## config.mk

```make
export PLATFORM = sky130hd
export DESIGN_NAME = queued_beep_sequencer_flat
export DESIGN_NICKNAME = d
export VERILOG_FILES = /design/src/qbs_pkg.sv /design/src/qbs_cmd_if.sv /design/src/qbs_rsp_if.sv /design/src/queued_beep_sequencer.sv /design/src/flat_wrapper.sv
export VERILOG_INCLUDE_DIRS = /design/src /design/src/src
export SDC_FILE = /design/constraint.sdc
export NUM_CORES = 1
export LEC_CHECK = 0
export ABC_AREA = 1
export ABC_CLOCK_PERIOD_IN_PS = 6500
export BUFFER_PORTS_ARGS = -buffer_cell sky130_fd_sc_hd__buf_2
export CAP_MARGIN = 25
export CORE_MARGIN = 2
export CORE_UTILIZATION = 60
export DETAILED_ROUTE_END_ITERATION = 8
export PLACE_DENSITY = 0.84
export SLEW_MARGIN = 10
export SYNTH_ARGS = -nofsm -noshare
export SYNTH_HDL_FRONTEND = slang
export SYNTH_SLANG_ARGS = --single-unit
export TNS_END_PERCENT = 1
```

## constraint.sdc

```tcl
create_clock -name clk -period 6.5 [get_ports clk]
set_input_delay 1.3 -clock clk [delete_from_list [all_inputs] [get_ports clk]]
set_output_delay 1.3 -clock clk [all_outputs]
set_load 0.005 [all_outputs]
```

## src/assert_macros.svh

```systemverilog
// Assertion macros shared by the RTL: implication checks on clk, off during reset.
`ifndef ASSERT_MACROS_SVH
`define ASSERT_MACROS_SVH

// Same-cycle implication: whenever ante holds, cons holds too.
`define ASSERT_IMPLY(label, ante, cons, msg) \
    label: assert property (@(posedge clk) disable iff (!rst_n) (ante) |-> (cons)) \
        else $error(msg);

// Next-cycle implication: whenever ante holds, cons holds in the cycle after.
`define ASSERT_NEXT(label, ante, cons, msg) \
    label: assert property (@(posedge clk) disable iff (!rst_n) (ante) |=> (cons)) \
        else $error(msg);

`endif

```

## src/qbs_pkg.sv

```systemverilog
// Package for the queued beep sequencer: queue sizing, field widths, command codes.
package qbs_pkg;

    localparam int QUEUE_DEPTH = 8;
    localparam int SLOT_W      = (QUEUE_DEPTH > 1) ? $clog2(QUEUE_DEPTH) : 1;
    localparam int SUM_W       = SLOT_W + 1;
    localparam int CNT_W       = $clog2(QUEUE_DEPTH + 1);

    localparam int FUNC_W      = 1;
    localparam int LEN_W       = 8;
    localparam int QCOUNT_W    = 4;
    localparam int TICK_W      = LEN_W + 1;

    localparam logic [FUNC_W-1:0] FUNC_TICK    = 1'b0;
    localparam logic [FUNC_W-1:0] FUNC_ENQUEUE = 1'b1;

endpackage

```

## src/qbs_cmd_if.sv

```systemverilog
// Command channel: tick or enqueue transactions with a beep length.
interface qbs_cmd_if;
    logic                        valid;
    logic                        ready;
    logic [qbs_pkg::FUNC_W-1:0]  func;
    logic [qbs_pkg::LEN_W-1:0]   beep_length;

    modport source (output valid, output func, output beep_length, input ready);
    modport sink   (input valid, input func, input beep_length, output ready);
endinterface

```

## src/qbs_rsp_if.sv

```systemverilog
// Response channel: buzzer level, queue fill and drop flag after each command.
interface qbs_rsp_if;
    logic                          valid;
    logic                          ready;
    logic                          sounding;
    logic [qbs_pkg::QCOUNT_W-1:0]  queue_count;
    logic                          dropped;

    modport source (output valid, output sounding, output queue_count, output dropped,
                    input ready);
    modport sink   (input valid, input sounding, input queue_count, input dropped,
                    output ready);
endinterface

```

## src/queued_beep_sequencer.sv

```systemverilog
// Top level of the queued beep sequencer: length queue memory, phase control, response register.
//
// Queued beep sequencer. Each command transaction is either an enqueue of a beep
// length or one period tick, and each one yields exactly one response transaction
// carrying the buzzer level, the queue fill and a drop flag. Beep lengths live in a
// QUEUE_DEPTH-entry ring memory with a registered synchronous read. An enqueue only
// writes that memory, so its response is registered on acceptance. A tick has to
// read the head entry's length first: the read is launched on the accepting
// edge and the phase update lands on the next edge. Commands are taken one at a
// time; a finished response sits in an output register and a new command can be
// accepted on the same edge that response is taken. A beep at length L sounds for
// L+1 ticks, then stays silent for L+1 ticks before its entry is popped. Enqueues
// to a full queue are discarded with dropped set. The memory needs no clearing: the
// head entry is always written before a tick can read it.
module queued_beep_sequencer (
    input  logic      clk,
    input  logic      rst_n,
    qbs_cmd_if.sink   cmd,
    qbs_rsp_if.source rsp
);
    import qbs_pkg::*;

    `include "assert_macros.svh"

    typedef enum logic {
        S_IDLE,
        S_TICK
    } state_t;

    typedef enum logic [1:0] {
        PH_OFF      = 2'd0,
        PH_ON       = 2'd1,
        PH_COOLDOWN = 2'd2,
        PH_SPARE    = 2'd3
    } phase_t;

    // ring memory of beep lengths
    logic [LEN_W-1:0] length_mem [QUEUE_DEPTH];
    logic [LEN_W-1:0] rd_len_reg;

    state_t              state_reg,     state_next;
    phase_t              phase_reg,     phase_next;
    logic [SLOT_W-1:0]   head_reg,      head_next;
    logic [CNT_W-1:0]    count_reg,     count_next;
    logic [TICK_W-1:0]   tick_reg,      tick_next;
    logic                out_valid_reg, out_valid_next;
    logic                buzzer_reg,    buzzer_next;
    logic [QCOUNT_W-1:0] qcount_reg,    qcount_next;
    logic                dropped_reg,   dropped_next;

    logic                cmd_fire;
    logic                rsp_fire;
    logic                full;
    logic                wr_en;
    logic [SLOT_W-1:0]   wr_addr;
    logic [SUM_W-1:0]    tail_sum;
    logic [TICK_W-1:0]   tick_inc;
    logic [SLOT_W-1:0]   head_inc;
    logic [CNT_W-1:0]    count_dec;

    assign cmd_fire  = cmd.valid && cmd.ready;
    assign rsp_fire  = rsp.valid && rsp.ready;
    assign cmd.ready = (state_reg == S_IDLE) && (!out_valid_reg || rsp.ready);

    assign rsp.valid       = out_valid_reg;
    assign rsp.sounding    = buzzer_reg;
    assign rsp.queue_count = qcount_reg;
    assign rsp.dropped     = dropped_reg;

    assign full = (count_reg == CNT_W'(QUEUE_DEPTH));

    // tail slot = (head + count) mod depth; sum stays below twice the depth
    assign tail_sum = SUM_W'(head_reg) + SUM_W'(count_reg);
    assign wr_addr  = (tail_sum >= SUM_W'(QUEUE_DEPTH))
                    ? SLOT_W'(tail_sum - SUM_W'(QUEUE_DEPTH))
                    : SLOT_W'(tail_sum);

    assign tick_inc  = tick_reg + TICK_W'(1);
    assign head_inc  = (head_reg == SLOT_W'(QUEUE_DEPTH - 1)) ? '0 : head_reg + SLOT_W'(1);
    assign count_dec = (count_reg != '0) ? count_reg - CNT_W'(1) : count_reg;

    assign wr_en = (state_reg == S_IDLE) && cmd_fire && (cmd.func == FUNC_ENQUEUE) && !full;

    always_comb
    begin
        state_next     = state_reg;
        phase_next     = phase_reg;
        head_next      = head_reg;
        count_next     = count_reg;
        tick_next      = tick_reg;
        out_valid_next = out_valid_reg && !rsp_fire;
        dropped_next   = dropped_reg;
        buzzer_next    = buzzer_reg;
        qcount_next    = qcount_reg;

        case (state_reg)
            S_IDLE:
            begin
                if (cmd_fire)
                begin
                    if (cmd.func == FUNC_ENQUEUE)
                    begin
                        if (!full)
                        begin
                            count_next = count_reg + CNT_W'(1);
                        end
                        dropped_next   = full;
                        out_valid_next = 1'b1;
                        buzzer_next    = (phase_reg == PH_ON);
                        qcount_next    = QCOUNT_W'(count_next);
                    end
                    else
                    begin
                        // head length read is in flight
                        state_next = S_TICK;
                    end
                end
            end
            S_TICK:
            begin
                if (phase_reg == PH_OFF)
                begin
                    if (count_reg != '0)
                    begin
                        phase_next = PH_ON;
                        tick_next  = '0;
                    end
                end
                else
                begin
                    tick_next = tick_inc;
                    if (tick_inc > TICK_W'(rd_len_reg))
                    begin
                        if (phase_reg == PH_ON)
                        begin
                            phase_next = PH_COOLDOWN;
                            tick_next  = '0;
                        end
                        else
                        begin
                            // cooldown done: pop the head
                            head_next  = head_inc;
                            count_next = count_dec;
                            if (count_dec != '0)
                            begin
                                phase_next = PH_ON;
                                tick_next  = '0;
                            end
                            else
                            begin
                                phase_next = PH_OFF;
                            end
                        end
                    end
                end
                out_valid_next = 1'b1;
                dropped_next   = 1'b0;
                buzzer_next    = (phase_next == PH_ON);
                qcount_next    = QCOUNT_W'(count_next);
                state_next     = S_IDLE;
            end
            default:
            begin
                state_next = S_IDLE;
            end
        endcase
    end

    always_ff @(posedge clk or negedge rst_n)
    begin
        if (!rst_n)
        begin
            state_reg     <= S_IDLE;
            phase_reg     <= PH_OFF;
            head_reg      <= '0;
            count_reg     <= '0;
            tick_reg      <= '0;
            out_valid_reg <= 1'b0;
            buzzer_reg    <= 1'b0;
            qcount_reg    <= '0;
            dropped_reg   <= 1'b0;
        end
        else
        begin
            state_reg     <= state_next;
            phase_reg     <= phase_next;
            head_reg      <= head_next;
            count_reg     <= count_next;
            tick_reg      <= tick_next;
            out_valid_reg <= out_valid_next;
            buzzer_reg    <= buzzer_next;
            qcount_reg    <= qcount_next;
            dropped_reg   <= dropped_next;
        end
    end

    // length memory: one write port, one registered read of the head slot
    always_ff @(posedge clk)
    begin
        if (wr_en)
        begin
            length_mem[wr_addr] <= cmd.beep_length;
        end
        rd_len_reg <= length_mem[head_reg];
    end

    `ASSERT_IMPLY(a_count_bound, 1'b1, count_reg <= CNT_W'(QUEUE_DEPTH),
        "queue count above depth")
    `ASSERT_IMPLY(a_active_needs_entry, phase_reg != PH_OFF, count_reg != '0,
        "buzzer phase active with empty queue")
    `ASSERT_IMPLY(a_tick_slot_free, state_reg == S_TICK, !out_valid_reg,
        "tick result would overwrite a pending response")
    `ASSERT_NEXT(a_full_drops, cmd_fire && (cmd.func == FUNC_ENQUEUE) && full,
        out_valid_reg && dropped_reg && (count_reg == CNT_W'(QUEUE_DEPTH)),
        "enqueue to full queue not flagged as dropped")
    `ASSERT_IMPLY(a_tick_bound, 1'b1, tick_reg <= TICK_W'(1 << LEN_W),
        "tick count past longest period")

endmodule
```

## src/flat_wrapper.sv

```systemverilog
// flat-port wrapper written by rule: the top's interface ports become plain ports
module queued_beep_sequencer_flat import qbs_pkg::*;
  (clk, rst_n, cmd_valid, cmd_func, cmd_beep_length, cmd_ready, rsp_valid, rsp_sounding, rsp_queue_count, rsp_dropped, rsp_ready);
  qbs_cmd_if cmd_i ();
  qbs_rsp_if rsp_i ();
  input  logic clk;
  input  logic rst_n;
  input wire logic [$bits(cmd_i.valid)-1:0] cmd_valid;
  input wire logic [$bits(cmd_i.func)-1:0] cmd_func;
  input wire logic [$bits(cmd_i.beep_length)-1:0] cmd_beep_length;
  output wire logic [$bits(cmd_i.ready)-1:0] cmd_ready;
  output wire logic [$bits(rsp_i.valid)-1:0] rsp_valid;
  output wire logic [$bits(rsp_i.sounding)-1:0] rsp_sounding;
  output wire logic [$bits(rsp_i.queue_count)-1:0] rsp_queue_count;
  output wire logic [$bits(rsp_i.dropped)-1:0] rsp_dropped;
  input wire logic [$bits(rsp_i.ready)-1:0] rsp_ready;
  assign cmd_i.valid = cmd_valid;
  assign cmd_i.func = cmd_func;
  assign cmd_i.beep_length = cmd_beep_length;
  assign cmd_ready = cmd_i.ready;
  assign rsp_valid = rsp_i.valid;
  assign rsp_sounding = rsp_i.sounding;
  assign rsp_queue_count = rsp_i.queue_count;
  assign rsp_dropped = rsp_i.dropped;
  assign rsp_i.ready = rsp_ready;
  queued_beep_sequencer u_core (.clk(clk), .rst_n(rst_n), .cmd(cmd_i), .rsp(rsp_i));
endmodule
```

# Word-level counts from Yosys, hierarchy flattened
# Memories as Yosys holds them, arrays and structs flattened. A register that Yosys moved wholly into a read port is not among the register bits.
# Index checks and enable logic that the tools add are counted.
# word_totals
reg_bits	22
ram_bits	64
input_bits	13
output_inout_bits	8
word_cells	84
memories	1
# classes
addsub	6
magnitude_cmp	2
n_eq_ne	11
muxes	35
n_bitwise	3
reduce_logical	18
# mem_list
name	depth	word_bits	read_ports	rd_clocked_by_memory_dff	wr	line_no	source
u_core.length_mem	8	8	1	1	1	queued_beep_sequencer.sv:38	logic [LEN_W-1:0] length_mem [QUEUE_DEPTH];
# op_table
operator	n
9-bit two-way mux	5
4-bit two-way mux	7
1-bit two-way mux	11
2-bit two-way mux	5
9-bit by 1-bit adder with 9-bit output, second input constant	1
9-bit by 8-bit greater-than comparator with 1-bit output	1
2-bit != test, second input constant	4
1-bit one-hot mux with 2 select lines	4
4-bit one-hot mux with 2 select lines	1
4-bit nonzero test	2
1-bit logical AND	7
3-bit two-way mux	2
6-bit AND reduction	1
3-bit by 4-bit adder with 4-bit output	1
4-bit by 1-bit adder with 4-bit output, second input constant	1
2-bit by 1-bit equality test with 1-bit output, second input constant	2
4-bit equality test, second input constant	1
4-bit greater-or-equal comparator, second input constant	1
2-bit by 1-bit != test with 1-bit output, second input constant	2
4-bit != test, second input constant	1
2-bit AND reduction	2
4-bit AND reduction	1
4-bit by 1-bit subtractor with 4-bit output, second input constant	1
3-bit by 1-bit adder with 3-bit output, second input constant	1
6 further kinds	10

# Logic depth before layout (Yosys ltp)
# depth
depth_word	10
ltp_mapped	23

# Worst setup path before layout
# No wires, ideal clock.
# synth_path
path_type	input -> register
startpoint	in rsp_ready
endpoint	mem u_core.length_mem[4][0], enable pin
arrival_ns	2.545
required_time_ns	6.130
slack_ns	3.584
cell_stages	7
n_path_buf	0
cell_sequence	inv_1 a21oi_2 nand3_1 nor2_1 inv_1 or2_1 nor2_1
# synth_between
elab_chain_cells	8
# synth_rtl
element	line_no	source
start: declaration	flat_wrapper.sv:16	input wire logic [$bits(rsp_i.ready)-1:0] rsp_ready;
1-bit logical OR	queued_beep_sequencer.sv:63	assign cmd.ready = (state_reg == S_IDLE) && (!out_valid_reg || rsp.ready);
1-bit logical AND	queued_beep_sequencer.sv:63	
net cmd_ready	flat_wrapper.sv:11	output wire logic [$bits(cmd_i.ready)-1:0] cmd_ready;
1-bit logical AND	queued_beep_sequencer.sv:61	assign cmd_fire = cmd.valid && cmd.ready;
1-bit logical AND (3 in series)	queued_beep_sequencer.sv:82	assign wr_en = (state_reg == S_IDLE) && cmd_fire && (cmd.func == FUNC_ENQUEUE) && !full;
1-bit two-way mux	queued_beep_sequencer.sv:200	if (wr_en)
1-bit two-way mux (not written as such)	queued_beep_sequencer.sv:202	length_mem[wr_addr] <= cmd.beep_length;
end: declaration	queued_beep_sequencer.sv:38	
# The timed path passes the listed nets, and every way through them passes these cells.

# Final worst setup path
# layout_path
startpoint	in rsp_ready
endpoint	out cmd_ready
# layout_between
elab_chain_cells	2
# layout_rtl
element	line_no
1-bit logical OR	queued_beep_sequencer.sv:63
1-bit logical AND	queued_beep_sequencer.sv:63
end: declaration	flat_wrapper.sv:11
# Every way passes these cells.

==> results by stage <==
Yosys:
- In the synthesized netlist, the number of instances is 407.
- In the synthesized netlist the dominant register cell turns out to be sky130_fd_sc_hd__edfxtp_1.
- The number of enable-type register cells in the synthesized netlist is 64.
- The dominant combinational cell family by area after synthesis is simple AND/OR/NAND/NOR gates.
- After Yosys synthesis, full adders, half adders and majority gates account for approximately 4.5% of the synthesized area.
- The simple-gate share of the synthesized area is 15.66%.
- The fraction of synthesized cell area in xor and xnor cells is between 2 and 2.5%.
- The number of nets produced by synthesis is about 440.
- The number of warning messages in the yosys log is 0.
- Of all flip-flops after synthesis, the portion carrying an async set or reset was roughly a quarter.
- After synthesis, flip-flops and latches occupy about three fifths of the total area.
- The post-synthesis cell type count is 38.
- Counting flops and latches in the post-synthesis netlist gives 94.
- Measured against the total synthesized area, the mux share comes to 0%.
- The synthesized area per cell is around 11 um2.
- The mapped netlist covers 4298 um2.
- The compound-cell area share of the yosys netlist is 11.38%.

Clocking:
- The library cell used as clock root buffer is sky130_fd_sc_hd__clkbuf_8.
- The CTS sink count is 94.
- The post-CTS setup-driven buffer insertion count is 0.
- Post-CTS repair changed the size of 0 cells.
- Clock latency on the worst-skew pair, taken at its later pin, is 0.36 ns.
- The number of buffers inserted for hold repair after clock tree synthesis is 0.
- The H-tree generated during clock tree synthesis spans 3 levels.
- The clock tree from TritonCTS is built.
- The total clock buffers created by CTS is 9.
- No sink is reached through more buffers than the 2 on the longest clock path.
- The clock edge transition at the registers on the reported setup and hold paths is 0.09 ns.

Timing:
- Setup repair after global routing left no endpoint under its margin.
- The final critical path takes up 46.27% of the cycle.
- The final-report hold violation count is 0.
- The final-layout setup total negative slack is 0 ns.
- The slew of the pin with the lowest slew margin is 0.8306 ns.
- The clock period minus final worst setup slack is 3.007 ns.
- Setup slack on the critical path of the routed design comes to 3.493 ns.
- The relative slew slack is 44.57%.
- Setup violations remaining at the end of the flow were counted as 0.
- The number of slew-limit violations in the final report is 0.
- The final worst clock skew is between 0.01 and 0.015 ns.
- The maximum clock frequency is 332.5 MHz.

Final layout:
- With fillers left out, the area of the finished cells amounts to ~4700 um2.
- The post-synthesis to final-layout area growth is 8.850%.
- For this run, the number of standard cells in the final layout without fillers is 528.
- In the layout the commonest cells are sky130_fd_sc_hd__nor2_1 (73), sky130_fd_sc_hd__edfxtp_1 (64), sky130_fd_sc_hd__o21ai_0 (52), sky130_fd_sc_hd__nand2_1 (40), sky130_fd_sc_hd__inv_1 (38).
- Leaving out fill and tap cells, the most frequent cell in the layout is sky130_fd_sc_hd__nor2_1.
- The number of flip-flops under the largest register name is 64.
- At the end of the flow, the number of nets in the layout was 455.
- The fraction of final layout cells sized beyond drive strength 1 is 14.12%.
- After filler insertion, the fill cell instance count of the layout stands at 526.
- The repair_antennas step left the layout with diodes totalling 0.

Drt:
- The number of search-and-repair iterations in the first detailed-routing pass is 5.
- After detailed routing, the total wire length is around 8600 um.
- The per-cell via count in the routed design is 5.525.
- In the routed design, unresolved DRC markers number 0.
- The residual antenna-violating net count after detailed routing is 0.
- The average detailed-routed wire length per instance is 16.23 um.
- The overall via count from detail_route is 2917.
- The initial DRC count is about 180.

Die:
- The placeable core area is roughly 7000 um2.
- In this run the vertical extent of the chip is slightly below 90 um.
- The initial utilization of the core area, before any placement, comes to 62.57%.
- The total die area is a little under 8000 um2.
- The floorplan has 30 rows.
- The floorplan step set the die width to 88.64 um.
- The I/O pin count is 21.

Global route:
- The first-pass GRT wire length is 14000 um.
- The via count of the first global-routing pass came to 2758.
- The initial antenna violation count is 0.
- The all-layer global routing usage is 24.09%.
- The total global routing overflow is 0.
- Entering global routing, the biggest net connects 37 pins.

Worst setup path:
- The top fanout value on the critical path is 3.
- The worst flop-to-flop path endpoint is u_core.length_mem[2][7]$_DFFE_PP_.
- The critical path class is in -> out.
- The worst setup path is launched from a primary input.
- The register-to-register path setup slack is ~3.8 ns.
- For the worst setup path, the data required time is 5.20 ns.
- Following the worst setup path forward leads to its endpoint at cmd_ready.
- The launching point of the worst reg2reg path is u_core.count_reg[0]$_DFFE_PN0P_.
- The worst setup path startpoint is rsp_ready.
- The worst setup path is captured at an output pin.
- The depth of the most critical reg-to-reg path is 10.
- The critical path arrival is 1.71 ns.

Hold path:
- The path class of the tightest hold or removal check is reg -> reg.

Placed design:
- OpenSTA, run right after detailed placement, puts the worst setup slack at 3.223 ns.
- At the end of routability-driven placement, the weighted congestion stood at 0.8497.
- After detailed placement, the design holds a cell count of 512.
- The placed wire-length estimate after detailed placement is approximately 6000 um.
- The count of buffers added on input and output ports is 20.
- Once placement finished, the instance area stood at 4467 um2.

Run status:
- The run finished with clean final reports.

Power:
- In this run the power density over the cells is approximately 300 nW/um2.
- IR analysis of the VDD net gives a maximum drop of ~0.00018 V.
- The leakage power is 1.897 nW.

Job:
- The tool flagged a number of max-cap violations equal to 0.
==> critical path, stage by stage <==
cell	delay [ns]
sky130_fd_sc_hd__buf_2	0.07
sky130_fd_sc_hd__inv_1	0.05
sky130_fd_sc_hd__a21oi_2	0.15
sky130_fd_sc_hd__buf_2	0.14
==> cells in the mapped netlist, types with 2 or more instances <==
cell	count	area, um2
sky130_fd_sc_hd__a21oi_2	2	17.52
sky130_fd_sc_hd__nand2_1	40	150.1
sky130_fd_sc_hd__dfxtp_1	8	160.2
sky130_fd_sc_hd__inv_2	3	11.26
sky130_fd_sc_hd__dfrtp_1	22	550.5
sky130_fd_sc_hd__a21oi_1	3	15.01
sky130_fd_sc_hd__nand3_1	16	80.08
sky130_fd_sc_hd__clkinv_1	2	7.510
sky130_fd_sc_hd__o21ai_0	52	260.3
sky130_fd_sc_hd__o21ai_1	2	10.01
sky130_fd_sc_hd__nor2_1	73	274.0
sky130_fd_sc_hd__nand2_4	2	22.52
sky130_fd_sc_hd__nor2_2	2	12.51
sky130_fd_sc_hd__o211ai_1	3	22.52
sky130_fd_sc_hd__ha_1	14	175.2
sky130_fd_sc_hd__nand2_2	6	37.54
sky130_fd_sc_hd__inv_1	38	142.6
sky130_fd_sc_hd__xor2_1	9	78.83
sky130_fd_sc_hd__clkbuf_1	10	37.54
sky130_fd_sc_hd__edfxtp_1	64	1922
sky130_fd_sc_hd__o22ai_1	8	50.05
sky130_fd_sc_hd__nor2_4	3	33.78
sky130_fd_sc_hd__a31oi_1	10	62.56
==> cells by family after synthesis <==
kind of cell / Yosys count
adder cells (fa/ha/maj): 15
AO/OA/AOI/OAI: 84
flip-flops: 94
XOR/XNOR: 10
AND/OR/NAND/NOR: 149
buffers and inverters: 55
==> routing by layer <==
layer  up-vias  track usage (%)  share of wire, %
met2        98            38.67                48
li1       1431                -                 -
met4         0            5.785               1.0
met1      1382            34.15                45
met3         6            4.944               6.1
met5         -                0                 0
==> worst min-delay path by stage <==
stage	startpoint	to	slack, ns	depth (start not counted)
floorplan	u_core.phase_reg[1]$_DFFE_PN0P_	u_core.phase_reg[1]$_DFFE_PN0P_	0.50	2
global placement	u_core.rsp.sounding$_DFFE_PN0P_	u_core.rsp.sounding$_DFFE_PN0P_	0.50	2
detailed placement	u_core.rsp.sounding$_DFFE_PN0P_	u_core.rsp.sounding$_DFFE_PN0P_	0.50	2
CTS	u_core.rsp.sounding$_DFFE_PN0P_	u_core.rsp.sounding$_DFFE_PN0P_	0.52	2
global route	u_core.rsp.sounding$_DFFE_PN0P_	u_core.rsp.sounding$_DFFE_PN0P_	0.54	2
finish	u_core.rsp.sounding$_DFFE_PN0P_	u_core.rsp.sounding$_DFFE_PN0P_	0.51	2
==> cell type report <==
class,count,area (um2),share of cell area (%)
multi-input combinational,258,1445,30.89
sequential,94,2633,56.27
inverter,43,161.4,3.450
clock inverter,7,87.58,1.872
clock buffer,9,123.9,2.648
tap,96,120.1,2.568
timing repair buffer,21,107.6,2.300
==> power breakdown <==
group | internal [mW] | total (mW) | switching (mW)
combinational | 0.0981 | 0.279 | 0.181
clock | 0.187 | 0.407 | 0.220
sequential | 0.692 | 0.739 | 0.0468
==> stage by stage <==
stage               hold WS (ns)  power (mW)  util [%]
floorplan                 0.4959      0.9478         -
global placement          0.4971       1.016     65.03
detailed placement        0.5009       1.028     65.03
CTS                       0.5215       1.432     68.11
global route              0.5418       1.509     68.11
finish                    0.5150       1.424     68.11
No activity file was read; power rests on OpenSTA's default activity.
